==> src/hdl/mme_pkg.sv <==
// shared types, constants and a helper function of the matrix multiply engine
// depends on nothing; used by every other file of the block
package mme_pkg;

   localparam int MAX_DIM   = 8;
   localparam int FRAC_BITS = 16;

   localparam int DATA_W = 32;
   localparam int CSR_W  = 4;
   localparam int IDX_W  = 3;
   localparam int DIM_W  = $clog2(MAX_DIM + 1);
   localparam int ADDR_W = $clog2(MAX_DIM * MAX_DIM);
   localparam int CNT_W  = $clog2(2 * MAX_DIM * MAX_DIM);
   localparam int TOT_W  = CNT_W + 1;
   localparam int PROD_W = 2 * DATA_W;
   localparam int ACC_W  = PROD_W - FRAC_BITS + $clog2(MAX_DIM);

   localparam logic [CSR_W-1:0] DIM_RESET = CSR_W'(4);

   localparam logic [DATA_W-1:0] DATA_MAX = {1'b0, {(DATA_W-1){1'b1}}};
   localparam logic [DATA_W-1:0] DATA_MIN = {1'b1, {(DATA_W-1){1'b0}}};

   // register indexes of the configuration port
   localparam logic [1:0] CSR_ROWS_A    = 2'd0;
   localparam logic [1:0] CSR_INNER_DIM = 2'd1;
   localparam logic [1:0] CSR_COLS_B    = 2'd2;

   typedef enum logic [1:0] {
      ST_LOAD,
      ST_WAIT,
      ST_ISSUE
   } state_type;

   typedef struct packed {
      logic signed [DATA_W-1:0] element_value;
   } req_payload_type;

   typedef struct packed {
      logic signed [DATA_W-1:0] product_value;
      logic [IDX_W-1:0]         out_row;
      logic [IDX_W-1:0]         out_col;
      logic                     last_element;
      logic                     saturated;
   } rsp_payload_type;

   // per-read tag that travels down the datapath pipeline
   typedef struct packed {
      logic             first;
      logic             last;
      logic [IDX_W-1:0] row;
      logic [IDX_W-1:0] col;
      logic             last_elem;
   } tag_type;

   typedef struct packed {
      logic              wr_en;
      logic              wr_sel_b;
      logic [ADDR_W-1:0] wr_addr;
      logic              rd_en;
      logic [ADDR_W-1:0] a_addr;
      logic [ADDR_W-1:0] b_addr;
      tag_type           tag;
   } cmd_type;

   typedef struct packed {
      logic busy;
   } status_type;

   // zero acts as one, anything above the maximum acts as the maximum
   function automatic logic [DIM_W-1:0] eff_dim(input logic [CSR_W-1:0] r);
      logic [DIM_W-1:0] d;
      if (r == '0) begin
         d = DIM_W'(1);
      end else if (32'(r) > MAX_DIM) begin
         d = DIM_W'(MAX_DIM);
      end else begin
         d = DIM_W'(r);
      end
      return d;
   endfunction

endpackage

==> src/hdl/mme_ctrl.sv <==
// controller: configuration registers, load counter and the product sequencer
// depends on mme_pkg; drives the datapath through cmd_type, reads status_type
module mme_ctrl (
   input  logic                 clock,
   input  logic                 reset,
   input  logic                 csr_wr_en,
   input  logic [1:0]           csr_index,
   input  logic [mme_pkg::CSR_W-1:0] csr_data,
   input  logic                 req_valid,
   output logic                 req_ready,
   output mme_pkg::cmd_type     cmd,
   input  mme_pkg::status_type  status
);

   localparam int DIM_W  = mme_pkg::DIM_W;
   localparam int ADDR_W = mme_pkg::ADDR_W;
   localparam int TOT_W  = mme_pkg::TOT_W;
   localparam int CNT_W  = mme_pkg::CNT_W;
   localparam int IDX_W  = mme_pkg::IDX_W;

   logic [mme_pkg::CSR_W-1:0] rows_ff, inner_ff, cols_ff;

   mme_pkg::state_type state_ff, state_in;
   logic [CNT_W-1:0]   count_ff, count_in;
   logic [IDX_W-1:0]   i_ff, i_in, j_ff, j_in, k_ff, k_in;
   logic [ADDR_W-1:0]  base_ff, base_in, a_addr_ff, a_addr_in, b_addr_ff, b_addr_in;

   logic [DIM_W-1:0] m, n, p;
   logic [TOT_W-1:0] size_a, total, pos, next_pos, b_off;
   logic             in_a, last_k, last_j, last_elem;

   always_ff @(posedge clock) begin
      if (reset) begin
         rows_ff  <= mme_pkg::DIM_RESET;
         inner_ff <= mme_pkg::DIM_RESET;
         cols_ff  <= mme_pkg::DIM_RESET;
      end else if (csr_wr_en) begin
         unique case (csr_index)
            mme_pkg::CSR_ROWS_A:    rows_ff  <= csr_data;
            mme_pkg::CSR_INNER_DIM: inner_ff <= csr_data;
            mme_pkg::CSR_COLS_B:    cols_ff  <= csr_data;
            default: ;
         endcase
      end
   end

   assign m = mme_pkg::eff_dim(rows_ff);
   assign n = mme_pkg::eff_dim(inner_ff);
   assign p = mme_pkg::eff_dim(cols_ff);

   assign size_a   = TOT_W'(m) * TOT_W'(n);
   assign total    = size_a + TOT_W'(n) * TOT_W'(p);
   assign pos      = TOT_W'(count_ff);
   assign next_pos = pos + TOT_W'(1);
   assign in_a     = pos < size_a;
   assign b_off    = pos - size_a;

   assign last_k    = DIM_W'(k_ff) == n - DIM_W'(1);
   assign last_j    = DIM_W'(j_ff) == p - DIM_W'(1);
   assign last_elem = (DIM_W'(i_ff) == m - DIM_W'(1)) && last_j;

   always_ff @(posedge clock) begin
      if (reset) begin
         state_ff <= mme_pkg::ST_LOAD;
         count_ff <= '0;
      end else begin
         state_ff <= state_in;
         count_ff <= count_in;
      end
      i_ff      <= i_in;
      j_ff      <= j_in;
      k_ff      <= k_in;
      base_ff   <= base_in;
      a_addr_ff <= a_addr_in;
      b_addr_ff <= b_addr_in;
   end

   always_comb begin
      state_in  = state_ff;
      count_in  = count_ff;
      i_in      = i_ff;
      j_in      = j_ff;
      k_in      = k_ff;
      base_in   = base_ff;
      a_addr_in = a_addr_ff;
      b_addr_in = b_addr_ff;
      req_ready = 1'b0;
      cmd       = '0;

      unique case (state_ff)
         mme_pkg::ST_LOAD: begin
            req_ready = 1'b1;
            if (req_valid) begin
               cmd.wr_en    = 1'b1;
               cmd.wr_sel_b = !in_a;
               cmd.wr_addr  = in_a ? pos[ADDR_W-1:0] : b_off[ADDR_W-1:0];
               if (next_pos == total) begin
                  // matrix b complete: start the product at element (0,0)
                  count_in  = '0;
                  i_in      = '0;
                  j_in      = '0;
                  k_in      = '0;
                  base_in   = '0;
                  a_addr_in = '0;
                  b_addr_in = '0;
                  state_in  = mme_pkg::ST_WAIT;
               end else begin
                  count_in = next_pos[CNT_W-1:0];
               end
            end
         end
         mme_pkg::ST_WAIT: begin
            if (!status.busy) begin
               state_in = mme_pkg::ST_ISSUE;
            end
         end
         mme_pkg::ST_ISSUE: begin
            cmd.rd_en         = 1'b1;
            cmd.a_addr        = a_addr_ff;
            cmd.b_addr        = b_addr_ff;
            cmd.tag.first     = k_ff == '0;
            cmd.tag.last      = last_k;
            cmd.tag.row       = i_ff;
            cmd.tag.col       = j_ff;
            cmd.tag.last_elem = last_elem;
            if (!last_k) begin
               k_in      = k_ff + IDX_W'(1);
               a_addr_in = a_addr_ff + ADDR_W'(1);
               b_addr_in = b_addr_ff + ADDR_W'(p);
            end else begin
               k_in = '0;
               if (last_j) begin
                  j_in      = '0;
                  i_in      = i_ff + IDX_W'(1);
                  base_in   = base_ff + ADDR_W'(n);
                  a_addr_in = base_ff + ADDR_W'(n);
                  b_addr_in = '0;
               end else begin
                  j_in      = j_ff + IDX_W'(1);
                  a_addr_in = base_ff;
                  b_addr_in = ADDR_W'(j_ff) + ADDR_W'(1);
               end
               state_in = last_elem ? mme_pkg::ST_LOAD : mme_pkg::ST_WAIT;
            end
         end
         default: state_in = mme_pkg::ST_LOAD;
      endcase

      // any register write abandons a partial load
      if (csr_wr_en) begin
         count_in = '0;
      end
   end

endmodule

==> config.mk <==
export PLATFORM = sky130hd
export DESIGN_NAME = mme_ctrl
export DESIGN_NICKNAME = d
export VERILOG_FILES = /design/src/hdl/mme_pkg.sv /design/src/hdl/mme_ctrl.sv
export SDC_FILE = /design/constraint.sdc
export NUM_CORES = 1
export LEC_CHECK = 0
export ABC_AREA = 1
export BUFFER_PORTS_ARGS = -buffer_cell sky130_fd_sc_hd__buf_2
export CAP_MARGIN = 20
export CORE_ASPECT_RATIO = 1.2
export CORE_MARGIN = 1
export CORE_UTILIZATION = 40
export CTS_BUF_LIST = sky130_fd_sc_hd__clkbuf_8
export CTS_CLUSTER_SIZE = 8
export DETAILED_ROUTE_END_ITERATION = 8
export PLACE_DENSITY = 0.57
export SLEW_MARGIN = 10
export SYNTH_ARGS = -nofsm -noshare
export SYNTH_HDL_FRONTEND = slang
export SYNTH_SLANG_ARGS = --single-unit
export TNS_END_PERCENT = 100
==> constraint.sdc <==
create_clock -name clock -period 18.4 [get_ports clock]
set_clock_uncertainty 0.15 [all_clocks]
set_input_delay 2.76 -clock clock [delete_from_list [all_inputs] [get_ports clock]]
set_output_delay 2.76 -clock clock [all_outputs]
set_load 0.01 [all_outputs]
* Word level (Yosys, flattened, before mapping) *
Index checks and enable logic that the tools add are counted.
W data, S select, Z words.

cells by class
  eq/ne operators = 13
  mux-type cells = 38
  reduce and logical (&&, ||, !) cells = 18
  multiply operators = 2
  order comparisons = 4
  $add $sub $neg = 13

operator list
  cell                   count
  $mux W6                7
  $pmux W6 S2            3
  $mux W4                7
  $mux W22               1
  $mux W3                7
  $pmux W3 S2            3
  $mul A4 B4 Y8          2
  $mux W8                2
  $add A6 B4 Y6          2
  $eq A3 B4 Y1           3
  $gt A4 B4 Y1 const B   3
  $logic_not A4 Y1       3
  $sub A4 B1 Y4 const B  3
  $ne A2 B2 Y1 const B   5
  $add A3 B1 Y3 const B  3
  $add A7 B1 Y8 const B  1
  $add A8 B8 Y8          1
  $eq A8 B8 Y1           1
  $lt A7 B8 Y1           1
  $mux W2                4
  $reduce_and A2 Y1      4
  $reduce_and A4 Y1      2
  $mux W7                1
  $add A6 B1 Y6 const B  1
  other kinds (14)       18

storage, ports and cells
  register bits = 48
  bits of input ports = 11
  word-level logic and storage cells = 99
  output and inout bits = 31

* Longest topological paths before layout *
Gate-level depths: netlist of the first run.

  depth after elaboration = 9
  depth in mapped cells = 27
  mapped depth without buffers = 27

* Least setup slack after synthesis of the first run *
Ideal clock, no wire load.

  path kind = register to output
  from = register rows_ff[1] in the netlist's numbering
  to = output port cmd[22] in the netlist's numbering
  setup slack = 11.572 ns
  stages on the path, launching flop included = 21
  data required time = 15.490 ns
  data arrival time = 3.918 ns
  path buffers = 1
  path through = dfxtp_1 > nor2_1 > o21ai_1 > nor2_1 > fa_1 > inv_1 > fa_1 > inv_1 > fa_1 > inv_1 > ha_1 > a21oi_1 > nand2_1 > a21oi_1 > nor2_1 > o21ai_0 > nand2_1 > nand2_1 > inv_1 > buf_2 > a21oi_1

RTL lines
  what                    line            source
  start, declared         mme_ctrl.sv:21  logic [mme_pkg::CSR_W-1:0] rows_ff, inner_ff, cols_ff;
  start signal, assigned  mme_ctrl.sv:34  rows_ff <= mme_pkg::DIM_RESET;
  start signal, assigned  mme_ctrl.sv:39  mme_pkg::CSR_ROWS_A: rows_ff <= csr_data;
  end, declared           mme_ctrl.sv:11  output mme_pkg::cmd_type cmd,

==> results of run 1 <==
-- metal layers --
layer	GRT usage	up-vias
li1	-	2039
met4	0.0496	0
met1	0.229	1809
met5	0	-
met2	0.340	57
met3	0.0227	9
-- state kept, by name, summed over array words and instances (netlist names), 4 cells and up --
register	flops
rows_ff	4
b_addr_ff	6
base_ff	6
a_addr_ff	6
count_ff	7
cols_ff	4
inner_ff	4
-- worst max-delay path by stage --
stage | start | endpoint | slack (ns) | cells after the start
floorplan | rows_ff[1]$_SDFFE_PP0P_ | cmd[22] | 11.57 | 20
global placement | req_valid | cmd[28] | 11.19 | 6
detailed placement | rows_ff[2]$_SDFFE_PP1P_ | cmd[26] | 11.14 | 21
CTS | rows_ff[2]$_SDFFE_PP1P_ | cmd[23] | 10.80 | 21
global route | rows_ff[2]$_SDFFE_PP1P_ | cmd[27] | 10.44 | 21
finish | rows_ff[2]$_SDFFE_PP1P_ | cmd[26] | 10.80 | 21
-- cell families (layout without fill, tap and decap cells) --
| logic type | count (synthesis) | count (layout) | synth area share |
|---|---|---|---|
| simple gates | 266 | 266 | 0.261 |
| fa+ha+maj | 67 | 67 | 0.208 |
| flops | 48 | 48 | 0.267 |
| xor+xnor | 33 | 33 | 0.0660 |
| compound gates | 81 | 81 | 0.0962 |
| buf+inv | 119 | 162 | 0.101 |
-- through the flow --
stage | cell area (sq um) | setup slack (ns) | hold slack (ns)
after floorplan | 4600 | 11.57 | 0.276
after global placement | 4970 | 11.19 | 0.301
after detailed placement | 4970 | 11.14 | 0.297
after CTS | 5060 | 10.80 | 0.310
after global routing | 5060 | 10.44 | 0.333
final | 5060 | 10.80 | 0.305
-- power by group through the flow --
stage	logic [mW]	registers, mW	clock network, mW
after global routing	0.111	0.119	0.0700
after floorplan	0.0750	0.121	0
after CTS	0.0980	0.119	0.0669
final	0.0973	0.119	0.0649
after global placement	0.0962	0.121	0
after detailed placement	0.0971	0.121	0
-- cells in the mapped netlist, drive strengths merged --
cell type	count
a21o	1
and2	1
nor3b	2
nand3b	5
clkinv	1
xor2	22
o211ai	5
edfxtp	27
or2	4
nand4	3
o21ba	1
a22o	1
fa	16
inv	110
o21ai	33
a21oi	34
nor3	4
o22ai	3
nor2	97
a31oi	1
dfxtp	21
clkbuf	2
nand2	118
xnor2	11
a211oi	1
nand3	32
buf	6
o21bai	1
ha	51
-- final cells by class --
type | instances | area, sq um
sequential | 48 | 1230
inverter | 111 | 419
clock buffer | 5 | 68.8
tap | 154 | 193
clock inverter | 3 | 17.5
timing repair buffer | 43 | 220
fill | 1166 | 6080
multi-input combinational | 447 | 2910
-- critical path, stage by stage, from the launching register on --
cell and delay, ns:
dfxtp_1 0.37, nor2_1 0.05, o21ai_1 0.41, nor2_1 0.12, fa_1 0.55, inv_1 0.05, fa_1 0.53, inv_1 0.07
fa_1 0.53, inv_1 0.07, ha_1 0.33, a21oi_1 0.16, nand2_1 0.09, a21oi_1 0.14, nor2_1 0.05, o21ai_0 0.15
nand2_1 0.07, nand2_1 0.10, inv_1 0.15, o21ai_0 0.20, a21oi_1 0.06, buf_2 0.15
==> flow_summary.toml, run 1 <==
[status]
outcome = "finished clean"

[clock_tree]
clk_latency_ns = 0.32
cts_buffer_depth = 2
tritoncts.num_buffers = 5
postCtsSetupRepairBufs = 0
htreeDepth = 2
clk_pin_slew_ns = 0.08
cts_num_sinks = 48
postCtsHoldBufs = 0
cts_resized = 0
root_buffer = "clkbuf_8"
cts_tree = "built"

[critical_path]
startpoint_type = "flop"
arrival_ns = 4.69
worstSetupPathType = "flop to primary output"
required_ns = 15.49
path_max_fanout = 11
cp-end-kind = "primary output"
rr_startpoint = "rows_ff[2]$_SDFFE_PP1P_"
reg2reg_slack_ns = 12.50
r2r_cells = 26
r2r_end = "base_ff[3]$_SDFFCE_PN0P_"

[timing]
fin_crit_sh = 0.413
setup_tns_ns = 0
worst_pin_slew_ns = 1.08
rsz0062_at_grt = "false"
hold_violations = 0
max_freq_mhz = 132
fin_crit_ns = 7.60
slew_headroom = 0.275
final-setup-viol-count = 0
slew_viol_final = 0

[layout]
fin_util = 0.454
antenna_cells = 0
drive_above_1_share = 0.131
area_delta_synth_final_pct = 9.86
final_cell_mix = "nand2_1, inv_1, nor2_1"
stdcell_count = 811
nets = 734
layout_commonest_cell = "nand2_1"

[route]
post-route-drc-count = 0
dr.pass1.iters = 4
drt_iter0_markers = 131
postRouteAntennaNets = 0
routed_via_density = 4.83
dr_wl_met2_mm = 5.40
routedWlPerCell_microns = 12.9
vias = 3914
topRoutingLayerUsed = "met4"
totalWireLength_mm = 10.5
met1_length_mm = 4.67
wl_met3_microns = 280

[power]
vdd_drop_max_uv = 37.2
combinationalPowerShare = 0.346
p_seq_frac = 0.423
pwr-share-clk = 0.231
p_leak_nw = 2.61
power_density_nw_per_um2 = 55.6
p_sw_frac = 0.364
p_int_mw = 0.179
netSwitchingPower_mw = 0.102
finalPower_mw = 0.281

[logic_synthesis]
synthCells = 614
netlist.area_leader.share = 0.176
synth_cell_types = 44
synth_seq_cells = 48
syn_avg_cell_area_sq_um = 7.50
yosysWarnings = 0
synth.area.top_cells = "edfxtp_1, ha_1, dfxtp_1"
yosysSeqAreaShare = 0.267
syn_nets = 692
synth_largest_area_cell = "edfxtp_1"
syn_area_sq_um = 4600

[placed_design]
routabilityCongestion = 0.831
io_buffer_count = 41
placed_cells = 803
dp_hpwl_mm = 8.62

[global_route]
grt_pass1_wl_mm = 17.4
globalRouteTotalUtil = 0.186
grt_pass1_vias = 3752
antenna_found_initial = 0
grt-ovfl-total = 0
grt_max_degree = 29

[hold_path]
hold_depth = 2
min_path_type = "flop to flop"
hold_end = "inner_ff[0]$_SDFFE_PP0P_"
hold_start = "inner_ff[0]$_SDFFE_PP0P_"

[die]
dieArea_sq_um = 11900
core_sq_um = 11100
start_util = 0.413
fp.dieH_microns = 120
die_w_microns = 99.9
rows = 42
num_io_pins = 42

[flow_run]
cap_violations = 0
Power figures use the tool's default switching activity.
==> inputs of run 2 (changes only) <==
--- a/config.mk
+++ b/config.mk
@@ -5,7 +5,7 @@
 export SDC_FILE = /design/constraint.sdc
 export NUM_CORES = 1
 export LEC_CHECK = 0
-export ABC_AREA = 1
+export ABC_AREA = 0
 export BUFFER_PORTS_ARGS = -buffer_cell sky130_fd_sc_hd__buf_2
 export CAP_MARGIN = 20
 export CORE_ASPECT_RATIO = 1.2
@@ -14,7 +14,7 @@
 export CTS_BUF_LIST = sky130_fd_sc_hd__clkbuf_8
 export CTS_CLUSTER_SIZE = 8
 export DETAILED_ROUTE_END_ITERATION = 8
-export PLACE_DENSITY = 0.57
+export PLACE_DENSITY = 0.58
 export SLEW_MARGIN = 10
 export SYNTH_ARGS = -nofsm -noshare
 export SYNTH_HDL_FRONTEND = slang
==> constraint.sdc (replaced) <==
create_clock -name clock -period 7.05 [get_ports clock]
set_clock_uncertainty 0.15 [all_clocks]
set_input_delay 1.0575 -clock clock [delete_from_list [all_inputs] [get_ports clock]]
set_output_delay 1.0575 -clock clock [all_outputs]
set_load 0.01 [all_outputs]
==> flow_summary.toml, run 2 <==
[global_route]
globalRouteTotalUtil = 0.188
use_met3 = 0.0269
antenna_found_initial = 0
grt_max_degree = 23
met2_usage = 0.358
grt_pass1_wl_mm = 16.9
grt_use_met1 = 0.216
grt-ovfl-total = 0
grt_pass1_vias = 3495
top_usage_layer = "met2"

[route]
postRouteAntennaNets = 0
dr.pass1.iters = 6
vias = 3461
totalWireLength_mm = 10.1
post-route-drc-count = 3
routed_via_density = 5.25
drt_iter0_markers = 142
routedWlPerCell_microns = 15.3

[layout]
antenna_cells = 0
fin_util = 0.451
largest-register = "count_ff"
drive_above_1_share = 0.115
largest_reg_flops = 7
nets = 607
finalInstanceArea_sq_um = 4780
final_cell_mix = "nor2_1, ha_1, inv_1"
fillers = 1059
layout_commonest_cell = "nor2_1"
area_delta_synth_final_pct = 9.04

[clock_tree]
cts_resized = 0
postCtsSetupRepairBufs = 0
cts_buffer_depth = 2
root_buffer = "clkbuf_8"
cts_num_sinks = 48
htreeDepth = 2
clk_latency_ns = 0.32
tritoncts.num_buffers = 5
postCtsHoldBufs = 0
clk_pin_slew_ns = 0.10
cts_tree = "built"

[logic_synthesis]
synthCells = 493
netlist.area_leader.share = 0.185
synth_seq_cells = 48
yosysWarnings = 0
syn_avg_cell_area_sq_um = 8.90
synth_largest_area_cell = "edfxtp_1"
synth.area.top_cells = "edfxtp_1, ha_1, dfxtp_1"
synth_cell_types = 43
syn_nets = 571
synthArstFlopShare = 0
ys.flop_type = "edfxtp_1"
yosysMostFrequentCell = "nor2_1"
syn_area_sq_um = 4390
synth_edf_count = 27
yosysSeqAreaShare = 0.281
synthTopCellsByCount = "nor2_1, ha_1, inv_1"

[timing]
fin_crit_sh = 0.863
max_freq_mhz = 164
fin_crit_ns = 6.08
hold_violations = 0
slew_viol_final = 0
slew_headroom = 0.392
worst_pin_slew_ns = 0.907
rsz0062_at_grt = "false"
final-setup-viol-count = 0
setup_tns_ns = 0

[power]
power_density_nw_per_um2 = 144
vdd_drop_max_uv = 87.0
p_leak_nw = 2.25

[critical_path]
path_buf_inv = 4
rr_startpoint = "rows_ff[1]$_SDFFE_PP0P_"
required_ns = 5.84
r2r_end = "base_ff[4]$_SDFFCE_PN0P_"
r2r_cells = 19
crit_family = "adder cells"
arrival_ns = 4.87
worst_path_max_delay_cell = "fa_1"
cp-end-kind = "primary output"
path_max_fanout = 10
critPathMaxStageDelay_ns = 0.55
crit_chain = "nor2_1 > o21bai_1 > nor2_1 > fa_1 > inv_1 > fa_1 > inv_1 > fa_1 > a21o_1 > a21oi_1 > xnor2_1 > inv_1 > ha_1 > o21ai_0 > a21oi_1 > o21bai_2 > or2_2 > a21oi_1 > buf_2"
reg2reg_slack_ns = 1.02
startpoint_type = "flop"
crit_cells = 19
worstSetupPathType = "flop to primary output"

[hold_path]
min_path_type = "flop to flop"
hold_start = "rows_ff[0]$_SDFFE_PP0P_"
hold_end = "rows_ff[0]$_SDFFE_PP0P_"
hold_depth = 2

[status]
outcome = "complete, but fails checks"
failed_checks = "design-rule violations"

[placed_design]
dp_hpwl_mm = 8.13
io_buffer_count = 41
routabilityCongestion = 0.838
placed_cell_area_sq_um = 4700

[die]
fp.dieH_microns = 117
rows = 41
die_w_microns = 97.6
start_util = 0.413
core_sq_um = 10600
num_io_pins = 42
dieArea_sq_um = 11400

[flow_run]
cap_violations = 0
==> run 2: cell types whose count changed after synthesis, moves of 12 or more <==
| cell | change |
|---|---|
| xnor2_1 | +24 |
| mux2i_1 | +14 |
| and3_1 | +23 |
| inv_1 | -58 |
| o21ai_0 | -12 |
| nand2_1 | -95 |
==> run 2: cell families (layout without fill, tap and decap cells) <==
logic type / after synthesis / after routing / share of synthesized area
buf+inv: 59 / 96 / 0.0547
xor+xnor: 53 / 53 / 0.106
compound gates: 68 / 68 / 0.0981
mux: 14 / 14 / 0.0319
flops: 48 / 48 / 0.281
fa+ha+maj: 67 / 67 / 0.218
simple gates: 184 / 184 / 0.210
==> run 2: how the worst max path moves through the flow <==
stage	start	end	slack, ns
after detailed placement	rows_ff[1]$_SDFFE_PP0P_	base_ff[2]$_SDFFCE_PN0P_	1.03
final	rows_ff[1]$_SDFFE_PP0P_	cmd[23]	0.97
after floorplan	rows_ff[1]$_SDFFE_PP0P_	a_addr_ff[0]$_SDFFCE_PN0P_	1.14
after global placement	rows_ff[1]$_SDFFE_PP0P_	base_ff[4]$_SDFFCE_PN0P_	1.15
after global routing	rows_ff[1]$_SDFFE_PP0P_	base_ff[4]$_SDFFCE_PN0P_	0.61
after CTS	rows_ff[1]$_SDFFE_PP0P_	cmd[23]	0.93
==> run 2: power by group <==
part           switching, mW  internal [mW]
Sequential           0.00862          0.303
Clock                  0.106         0.0697
Combinational          0.119         0.0833
Total                  0.234          0.456
==> run 2: metal layers <==
metal  wire length [microns]  up-vias
met3                     219       15
met2                    5270       48
met5                       0        -
li1                        -     1744
met4                     204        0
met1                    4370     1654
==> run 2: area by class of cell <==
cell class	count	area [sq um]	area share
sequential	48	1230	0.257
timing repair buffer	43	220	0.0460
multi-input combinational	386	2920	0.610
inverter	45	169	0.0353
tap	129	161	0.0337
clock buffer	5	68.8	0.0144
clock inverter	3	17.5	0.00366
==> run 2: tightest hold or removal path, cell delays in order, from the launching register on <==
cell and delay (ns):
dfxtp_1 0.35, mux2i_1 0.07, nor2_1 0.07
==> run 2: stage by stage <==
step,total power [mW],hold slack [ns],setup slack [ns],std cells
global route,0.730,0.395,0.606,659
finish,0.689,0.369,0.968,659
CTS,0.695,0.370,0.929,659
detailed placement,0.521,0.341,1.03,651
floorplan,0.474,0.310,1.14,493
global placement,0.517,0.330,1.15,651
==> inputs of run 3 (changes only) <==
--- a/config.mk
+++ b/config.mk
@@ -6,7 +6,7 @@
 export NUM_CORES = 1
 export LEC_CHECK = 0
 export ABC_AREA = 0
-export BUFFER_PORTS_ARGS = -buffer_cell sky130_fd_sc_hd__buf_2
+export BUFFER_PORTS_ARGS = -buffer_cell sky130_fd_sc_hd__clkbuf_2
 export CAP_MARGIN = 20
 export CORE_ASPECT_RATIO = 1.2
 export CORE_MARGIN = 1
==> flow_summary.toml, run 3 (synthesis gave the netlist of run 2 again) <==
[status]
outcome = "complete, but fails checks"
failed_checks = "design-rule violations"

[critical_path]
r2r_end = "base_ff[2]$_SDFFCE_PN0P_"
critPathMaxStageDelay_ns = 0.57
endpoint = "cmd[22]"
r2r_cells = 19
cp-end-kind = "primary output"
worstSetupPathType = "flop to primary output"
reg2reg_slack_ns = 1.00
path_max_fanout = 10
arrival_ns = 4.88
rr_startpoint = "rows_ff[2]$_SDFFE_PP1P_"
startpoint_type = "flop"
required_ns = 5.84
crit_chain = "nor2_1 > o21bai_1 > nor2_1 > fa_1 > inv_1 > fa_1 > inv_1 > fa_1 > a21o_1 > a21oi_1 > xnor2_1 > inv_1 > ha_1 > o21ai_0 > a21oi_1 > o21bai_2 > or2_2 > a21oi_1 > clkbuf_2"
worst_path_max_delay_cell = "fa_1"
setup.worst_path.start = "rows_ff[2]$_SDFFE_PP1P_"

[die]
rows = 41
fp.dieH_microns = 117
die_w_microns = 97.6
num_io_pins = 42
dieArea_sq_um = 11400
core_sq_um = 10600
start_util = 0.413

[placed_design]
routabilityCongestion = 0.854
dp_hpwl_mm = 8.25
placed_cells = 651
io_buffer_count = 41

[global_route]
antenna_found_initial = 0
grt_pass1_wl_mm = 17.0
globalRouteTotalUtil = 0.189
grt_max_degree = 23
grt_pass1_vias = 3498
grt-ovfl-total = 0

[route]
vias = 3478
routedWlPerCell_microns = 15.4
dr.pass1.iters = 6
routed_via_density = 5.28
drt_iter0_markers = 184
postRouteAntennaNets = 0
post-route-drc-count = 1
totalWireLength_mm = 10.1

[layout]
antenna_cells = 0
fin_util = 0.450
fillers = 1066
nets = 607
largest_reg_flops = 7
layout_commonest_cell = "nor2_1"
final_cell_mix = "nor2_1, ha_1, inv_1"
drive_above_1_share = 0.113
stdcell_count = 659
area_delta_synth_final_pct = 8.98
largest-register = "count_ff"

[power]
pwr-share-clk = 0.243
p_int_mw = 0.454
power_density_nw_per_um2 = 142
finalPower_mw = 0.680
p_seq_frac = 0.458
netSwitchingPower_mw = 0.226
combinationalPowerShare = 0.299
p_sw_frac = 0.332
p_leak_nw = 2.23
vdd_drop_max_uv = 71.9

[clock_tree]
cts_num_sinks = 48
htreeDepth = 2
cts_resized = 0
clk_latency_ns = 0.31
tritoncts.num_buffers = 5
root_buffer = "clkbuf_8"
cts_tree = "built"
postCtsSetupRepairBufs = 0
cts_buffer_depth = 2
clk_pin_slew_ns = 0.09
postCtsHoldBufs = 0

[timing]
rsz0062_at_grt = "false"
slew_viol_final = 0
max_freq_mhz = 164
worst_pin_slew_ns = 0.940
setup_tns_ns = 0
final-setup-viol-count = 0
fin_crit_ns = 6.09
hold_violations = 0
fin_crit_sh = 0.863
slew_headroom = 0.370

[hold_path]
min_path_type = "flop to flop"

[flow_run]
cap_violations = 0
==> run 3: cell types whose count changed in the layout (fill, tap and decap cells not counted) <==
cell / change
buf_2: -41
inv_1: +1
clkbuf_2: +41
clkinv_2: -1
clkinvlp_4: +1
inv_6: -1
==> run 3: cell type report <==
type	instances	area (sq um)	area share
inverters	45	169	0.0353
well taps	129	161	0.0338
flip-flops and latches	48	1230	0.257
repair buffers	43	220	0.0460
multi-input cells	386	2920	0.610
clock buffers	5	68.8	0.0144
clock inverters	3	15.0	0.00314
==> run 3: critical path: cells and delay by family, from the launching register on <==
family / cells / cell delay [ns]
compound gates: 7 / 1.32
xor+xnor: 1 / 0.18
fa+ha+maj: 4 / 1.83
buf+inv: 4 / 0.37
flops: 1 / 0.36
simple gates: 3 / 0.50
==> run 3: worst min-delay path by stage <==
stage                              from                       end  slack [ns]  cells past startpoint
5_1_grt         rows_ff[0]$_SDFFE_PP0P_   rows_ff[0]$_SDFFE_PP0P_        0.39                      2
4_1_cts         rows_ff[0]$_SDFFE_PP0P_   rows_ff[0]$_SDFFE_PP0P_        0.37                      2
2_1_floorplan  inner_ff[2]$_SDFFE_PP1P_  inner_ff[2]$_SDFFE_PP1P_        0.31                      1
3_3_place_gp    rows_ff[0]$_SDFFE_PP0P_   rows_ff[0]$_SDFFE_PP0P_        0.33                      2
6_report        rows_ff[0]$_SDFFE_PP0P_   rows_ff[0]$_SDFFE_PP0P_        0.36                      2
3_5_place_dp    rows_ff[0]$_SDFFE_PP0P_   rows_ff[0]$_SDFFE_PP0P_        0.34                      2
==> run 3: per-stage QoR <==
step           hold slack [ns]  cell area (sq um)  setup WS (ns)
6_report                 0.361               4780          0.965
5_1_grt                  0.390               4780          0.520
4_1_cts                  0.367               4780          0.916
3_5_place_dp             0.340               4700          0.964
3_3_place_gp             0.330               4700           1.16
2_1_floorplan            0.310               4390           1.14
==> run 3: metal layers <==
metal,share of wire,GRT usage,up-vias
met4,0.011,0.0556,0
li1,-,-,1747
met3,0.016,0.0251,10
met2,0.54,0.371,37
met5,0,0,-
met1,0.44,0.214,1684
==> run 3: power by group through the flow <==
stage	logic, mW	registers [mW]	clock network (mW)
final	0.203	0.312	0.165
after global routing	0.229	0.313	0.179
after CTS	0.205	0.311	0.168
after detailed placement	0.204	0.318	0
after global placement	0.199	0.318	0
after floorplan	0.160	0.315	0
